## src/hw/rtl/rbes_pkg.sv

```systemverilog
// Shared types, constants and helper functions for the rigid body integrator.
`timescale 1ns / 1ps
`default_nettype none
package rbes_pkg;

    localparam int ADDR_W = 5;

    localparam logic [2:0] REG_BODY_MASS      = 3'd0;
    localparam logic [2:0] REG_INERTIA_X      = 3'd1;
    localparam logic [2:0] REG_INERTIA_Y      = 3'd2;
    localparam logic [2:0] REG_INERTIA_Z      = 3'd3;
    localparam logic [2:0] REG_FLOOR_ALTITUDE = 3'd4;
    localparam logic [2:0] REG_FRICTION_COEFF = 3'd5;
    localparam logic [2:0] REG_GRAVITY_ACCEL  = 3'd6;

    localparam logic [30:0]        RST_BODY_MASS = 31'd65536000;
    localparam logic [30:0]        RST_INERTIA   = 31'd65536;
    localparam logic [30:0]        RST_GRAVITY   = 31'd642908;
    localparam logic signed [32:0] NEAR_FLOOR    = 33'sd6554;
    localparam logic signed [63:0] MIN_HSPEED    = 64'sd655;
    localparam logic signed [31:0] QUAT_ONE      = 32'sh4000_0000;
    localparam logic signed [49:0] DQ_LIMIT      = 50'sd70368744177663;
    localparam logic signed [63:0] Q_LIMIT       = 64'sd2147483647;

    typedef struct packed {
        logic signed [31:0] force_x;
        logic signed [31:0] force_y;
        logic signed [31:0] force_z;
        logic signed [31:0] torque_x;
        logic signed [31:0] torque_y;
        logic signed [31:0] torque_z;
        logic [16:0]        time_step;
    } t_in_item;

    typedef struct packed {
        logic signed [31:0] pos_x;
        logic signed [31:0] pos_y;
        logic signed [31:0] pos_z;
        logic signed [31:0] vel_x;
        logic signed [31:0] vel_y;
        logic signed [31:0] vel_z;
        logic [30:0]        speed;
        logic signed [31:0] quat_w;
        logic signed [31:0] quat_x;
        logic signed [31:0] quat_y;
        logic signed [31:0] quat_z;
    } t_out_item;

    // request to the shared divide / square-root unit
    typedef struct packed {
        logic               start;
        logic               is_sqrt;
        logic signed [63:0] num;
        logic [31:0]        den;
    } t_ds_req;

    typedef struct packed {
        logic               done;
        logic signed [63:0] res;
    } t_ds_rsp;

    typedef struct packed {
        logic [1:0] c;
        logic [1:0] qi;
        logic [1:0] wi;
        logic       neg;
        logic       first;
        logic       last;
    } t_dq_term;

    function automatic logic signed [31:0] sat32(input logic signed [63:0] v);
        if (v > 64'sd2147483647) begin
            return 32'sh7fff_ffff;
        end else if (v < -64'sd2147483648) begin
            return 32'sh8000_0000;
        end else begin
            return v[31:0];
        end
    endfunction

    function automatic logic [30:0] satu31(input logic [63:0] v);
        if (v > 64'd2147483647) begin
            return 31'h7fff_ffff;
        end else begin
            return v[30:0];
        end
    endfunction

    // signed divide by 2^k, truncating toward zero
    function automatic logic signed [63:0] tdiv_p2(input logic signed [63:0] v,
                                                   input int unsigned k);
        logic signed [63:0] bias;
        bias = v[63] ? ((64'sd1 <<< k) - 64'sd1) : 64'sd0;
        return (v + bias) >>> k;
    endfunction

    // terms of q * (0, w): component, q index, w index, sign
    function automatic t_dq_term dq_term(input logic [3:0] t);
        t_dq_term d;
        d = '0;
        unique case (t)
            4'd0:  d = '{c: 2'd0, qi: 2'd1, wi: 2'd0, neg: 1'b1, first: 1'b1, last: 1'b0};
            4'd1:  d = '{c: 2'd0, qi: 2'd2, wi: 2'd1, neg: 1'b1, first: 1'b0, last: 1'b0};
            4'd2:  d = '{c: 2'd0, qi: 2'd3, wi: 2'd2, neg: 1'b1, first: 1'b0, last: 1'b1};
            4'd3:  d = '{c: 2'd1, qi: 2'd0, wi: 2'd0, neg: 1'b0, first: 1'b1, last: 1'b0};
            4'd4:  d = '{c: 2'd1, qi: 2'd2, wi: 2'd2, neg: 1'b0, first: 1'b0, last: 1'b0};
            4'd5:  d = '{c: 2'd1, qi: 2'd3, wi: 2'd1, neg: 1'b1, first: 1'b0, last: 1'b1};
            4'd6:  d = '{c: 2'd2, qi: 2'd0, wi: 2'd1, neg: 1'b0, first: 1'b1, last: 1'b0};
            4'd7:  d = '{c: 2'd2, qi: 2'd1, wi: 2'd2, neg: 1'b1, first: 1'b0, last: 1'b0};
            4'd8:  d = '{c: 2'd2, qi: 2'd3, wi: 2'd0, neg: 1'b0, first: 1'b0, last: 1'b1};
            4'd9:  d = '{c: 2'd3, qi: 2'd0, wi: 2'd2, neg: 1'b0, first: 1'b1, last: 1'b0};
            4'd10: d = '{c: 2'd3, qi: 2'd1, wi: 2'd1, neg: 1'b0, first: 1'b0, last: 1'b0};
            4'd11: d = '{c: 2'd3, qi: 2'd2, wi: 2'd0, neg: 1'b1, first: 1'b0, last: 1'b1};
            default: d = '0;
        endcase
        return d;
    endfunction

endpackage
`default_nettype wire

```

## src/hw/rtl/rbes_divsqrt.sv

```systemverilog
// Shared iterative unit: signed 64/32 divide (64 steps) or 64-bit integer square root (32 steps).
`timescale 1ns / 1ps
`default_nettype none
module rbes_divsqrt import rbes_pkg::*; (
    input  logic    i_clk,
    input  logic    i_rst_n,
    input  t_ds_req i_req,
    output t_ds_rsp o_rsp
);

    logic        r_busy;
    logic        r_done;
    logic        r_sqrt;
    logic        r_neg;
    logic [5:0]  r_cnt;
    logic [63:0] r_n;
    logic [63:0] r_q;
    logic [35:0] r_rem;
    logic [31:0] r_den;

    logic [63:0] mag;
    logic [35:0] rem_sh;
    logic [35:0] trial;
    logic [36:0] diff;
    logic        ge;

    always_comb begin
        mag    = i_req.num[63] ? 64'(-i_req.num) : 64'(i_req.num);
        rem_sh = r_sqrt ? {r_rem[33:0], r_n[63:62]} : {r_rem[34:0], r_n[63]};
        trial  = r_sqrt ? {r_q[33:0], 2'b01} : {4'b0, r_den};
        diff   = {1'b0, rem_sh} - {1'b0, trial};
        ge     = ~diff[36];
    end

    always_ff @(posedge i_clk) begin
        if (!i_rst_n) begin
            r_busy <= 1'b0;
            r_done <= 1'b0;
            r_cnt  <= '0;
        end else begin
            r_done <= 1'b0;
            if (i_req.start) begin
                r_busy <= 1'b1;
                r_sqrt <= i_req.is_sqrt;
                r_neg  <= i_req.num[63] & ~i_req.is_sqrt;
                r_n    <= i_req.is_sqrt ? 64'(i_req.num) : mag;
                r_den  <= i_req.den;
                r_rem  <= '0;
                r_q    <= '0;
                r_cnt  <= i_req.is_sqrt ? 6'd31 : 6'd63;
            end else if (r_busy) begin
                r_rem <= ge ? diff[35:0] : rem_sh;
                r_q   <= {r_q[62:0], ge};
                r_n   <= r_sqrt ? {r_n[61:0], 2'b00} : {r_n[62:0], 1'b0};
                r_cnt <= r_cnt - 6'd1;
                if (r_cnt == 6'd0) begin
                    r_busy <= 1'b0;
                    r_done <= 1'b1;
                end
            end
        end
    end

    assign o_rsp.done = r_done;
    assign o_rsp.res  = r_neg ? -$signed(r_q) : $signed(r_q);

endmodule
`default_nettype wire

```

## config.mk

```make
export PLATFORM = sky130hd
export DESIGN_NAME = rbes_divsqrt
export DESIGN_NICKNAME = d
export VERILOG_FILES = /design/src/hw/rtl/rbes_pkg.sv /design/src/hw/rtl/rbes_divsqrt.sv
export SDC_FILE = /design/constraint.sdc
export NUM_CORES = 1
export LEC_CHECK = 0
export BUFFER_PORTS_ARGS = -buffer_cell sky130_fd_sc_hd__buf_2
export CAP_MARGIN = 25
export CELL_PAD_IN_SITES_DETAIL_PLACEMENT = 0
export CELL_PAD_IN_SITES_GLOBAL_PLACEMENT = 1
export CORE_MARGIN = 3
export CORE_UTILIZATION = 47
export CTS_CLUSTER_DIAMETER = 80
export DETAILED_ROUTE_END_ITERATION = 12
export MAX_ROUTING_LAYER = met4
export PLACE_DENSITY_LB_ADDON = 0.1
export SYNTH_ARGS = -nofsm -noshare
export SYNTH_HDL_FRONTEND = slang
export SYNTH_SLANG_ARGS = --single-unit
```

## constraint.sdc

```tcl
create_clock -name i_clk -period 6.2 [get_ports i_clk]
set_input_delay 0 -clock i_clk [delete_from_list [all_inputs] [get_ports i_clk]]
set_output_delay 0 -clock i_clk [all_outputs]
set_load 0.01 [all_outputs]
```

==> impl_metrics.yaml <==
pwr:
  p_per_area_nw_per_um2: 266
  pwr-share-seq: 0.400
  internal-power_w: 0.00303
  comb_power_share: 0.297
  power.switching_w: 0.00140
  clkPwrFrac: 0.303
  power_w: 0.00443
  swShare: 0.316
  ir_drop_v: 0.000215
  p_leak_nw: 6.36
cts:
  htree_levels: 1
  cts_tree: "built"
  clk-insertion-delay-late_ns: 0.52
  clk_pin_slew_worst_paths_ns: 0.06
  clkSinkCount: 205
  root_buffer: "clkbuf_16"
  cts_buffers: 25
  cts_max_path_buffers: 3
layout:
  final_common_cell: "edfxtp_1"
  syn2layout_area_growth_pct: 21.1
  fin_util: 0.588
  drive_gt1_frac: 0.171
  num-nets-final: 1746
  final_cell_mix: "197 x edfxtp_1, 163 x buf_2, 151 x nand2_1"
timing:
  timing.fmax_mhz: 198
  fin_skew_ns: 0.0110
  setup_tns_ns: 0
  rsz0062_at_grt: "no"
  tightest_slew_ns: 0.986
  slew_viol_final: 0
  setup_violations: 0
  period_share: 0.813
  min_period_ns: 5.04
  final-hold-violation-count: 0
  slew_headroom: 0.343
  layout_setup_ws_ns: 1.16
synth:
  synth_top_area_cell: "edfxtp_1"
  ys_ff_latch: 205
  ys_seq_area_frac: 0.442
  synthCells: 1370
  synthFlopType: "edfxtp_1"
  synth_edf_count: 197
  ys_types: 62
  synthArstFlopShare: 0
  synth_area_per_cell_um2: 10.0
  synth_top_area_share: 0.430
  synth_fp_nets: 1511
  syn-cell-area_um2: 13800
  netlist_top_cells_area: "edfxtp_1 43%, xnor2_1 7.3%, mux2i_1 6.5%"
  yosys_warnings: 0
critical_path:
  crit_buf_inv: 3
  end_kind: "register"
  worst-path-max-fanout: 21
  crit_chain: "buf_4 > buf_4 > mux2i_1 > ha_1 > a311o_1 > a221oi_1 > nand2b_1 > nand3_1 > o31ai_4 > buf_12 > a311oi_1 > a31o_2"
  cp_common_cell: "buf_4"
  slowest_stage: "edfxtp_1"
  worstPathRequired_ns: 6.48
  critPathTopFamily: "compound AO/OA/AOI/OAI gates"
  arrival_ns: 5.31
  start_kind: "register"
  critical_path_class: "register to register"
  slowest_delay_ns: 0.96
detailed_routing:
  drt-wirelength-per-cell_um: 17.9
  ant_nets: 0
  drt_iter0_drc: 689
  dr_total_vias: 11200
  vias_per_cell: 5.58
  drt-pass1-iter-count: 5
  wirelength_um: 35700
  route.detailed.drc: 0
floorplanning:
  coreArea_um2: 28300
  num_rows: 61
  initial_core_util: 0.486
  fp.dieH_um: 177
  die_area_um2: 31400
  die_x_um: 177
  ioPinCount: 165
global_routing:
  grt_max_degree: 95
  grt-ovfl-total: 0
  grt_pass1_vias: 10700
  grt_usage: 0.229
  grt_first_pass_wirelength_um: 56600
  gr-usage-met3: 0.0255
  met2_usage: 0.380
  busiest_layer: "met2"
  antenna_found_initial: 2
  gr-usage-met1: 0.300
outcome:
  status: "completed"
placed_design:
  hpwlAfterDp_um: 25100
  gp_congestion: 0.898
  io_buffers: 164
  dp_slack_ns: 1.20
run:
  maxCapViolCount: 0
worst_hold_path:
  hold_path_class: "input pin to register"
[synthesized netlist by cell type, drive strengths merged, types with 4 or more instances]
master / count
xor2: 30
a31oi: 6
o41ai: 10
a21boi: 7
o31ai: 38
or3: 29
a21oi: 65
edfxtp: 197
nand2b: 9
nor4: 12
nor2b: 68
inv: 27
o211ai: 6
nor3: 20
or2: 10
xnor2: 115
nand2: 151
a211oi: 13
mux2i: 89
and2: 5
a311oi: 4
clkbuf: 52
mux2: 36
buf: 18
nand4: 8
a31o: 4
nand3: 23
o21a: 6
or4: 21
nor2: 65
ha: 40
o21ai: 122
dfxtp: 8
a21o: 14
[registers in the layout (all words and copies together) (netlist names)]
| name | count |
|---|---|
| r_busy | 1 |
| r_cnt | 6 |
| r_done | 1 |
| r_sqrt | 1 |
| r_n | 64 |
| r_q | 64 |
| r_neg | 1 |
| r_den | 32 |
| r_rem | 35 |
[logic make-up after synthesis]
| kind of cell | synth area share |
|---|---|
| fa+ha+maj | 0.0378 |
| mux | 0.0943 |
| buf+inv | 0.0270 |
| simple gates | 0.160 |
| compound gates | 0.147 |
| flops | 0.442 |
| xor+xnor | 0.0923 |
[timing repair]
action	in CTS	in global routing
resized for setup	0	0
hold endpoints to repair	138	0
setup buffers	0	0
hold buffers	97	0
[through the flow]
step | cells | hold WS, ns | cell area [um^2]
2_1_floorplan | 1370 | 0.0989 | 13800
3_3_place_gp | 1859 | 0.178 | 14900
3_5_place_dp | 1859 | 0.179 | 14900
4_1_cts | 1999 | 0.00432 | 16700
5_1_grt | 2001 | 0.115 | 16700
6_report | 2001 | 0.0275 | 16700
[worst paths after layout]
kind	from	end	slack [ns]	cells after the start
worst max-delay path	r_sqrt	r_rem[16]	1.16	12
worst min-delay path	i_req[33]	r_n[1]	0.03	5
worst max register to register	r_sqrt	r_rem[16]	1.16	12
worst min register to register	r_busy	r_done	0.54	2
[worst register-to-register path, cell delays in order (launching register included)]
cell,delay [ns]
edfxtp_1,0.96
buf_4,0.38
buf_4,0.29
mux2i_1,0.24
ha_1,0.35
a311o_1,0.31
a221oi_1,0.53
nand2b_1,0.18
nand3_1,0.25
o31ai_4,0.78
buf_12,0.25
a311oi_1,0.06
a31o_2,0.22
[area by class of cell]
cell class              instances  area, um^2
clock buffers                  30         644
multi-input cells            1068        7330
clock inverters                13        92.6
diodes                          2        5.00
fillers                      2486       11700
repair buffers                278        1940
inverters                      27         101
flip-flops and latches        205        6080
well taps                     378         473
[power groups by stage]
stage / Sequential (W) / Clock, W / Combinational (W)
final: 0.00177 / 0.00134 / 0.00131
after global routing: 0.00179 / 0.00143 / 0.00146
after detailed placement: 0.00180 / 0 / 0.00126
after CTS: 0.00177 / 0.00138 / 0.00131
after floorplan: 0.00177 / 0 / 0.000919
after global placement: 0.00180 / 0 / 0.00125
[metal layers]
metal / routed length [um] / vias to the layer above
met5: 0 / -
li1: - / 5556
met3: 1540 / 62
met2: 16900 / 283
met1: 16300 / 5270
met4: 895 / 0
No activity file was read; power rests on OpenSTA's default activity.
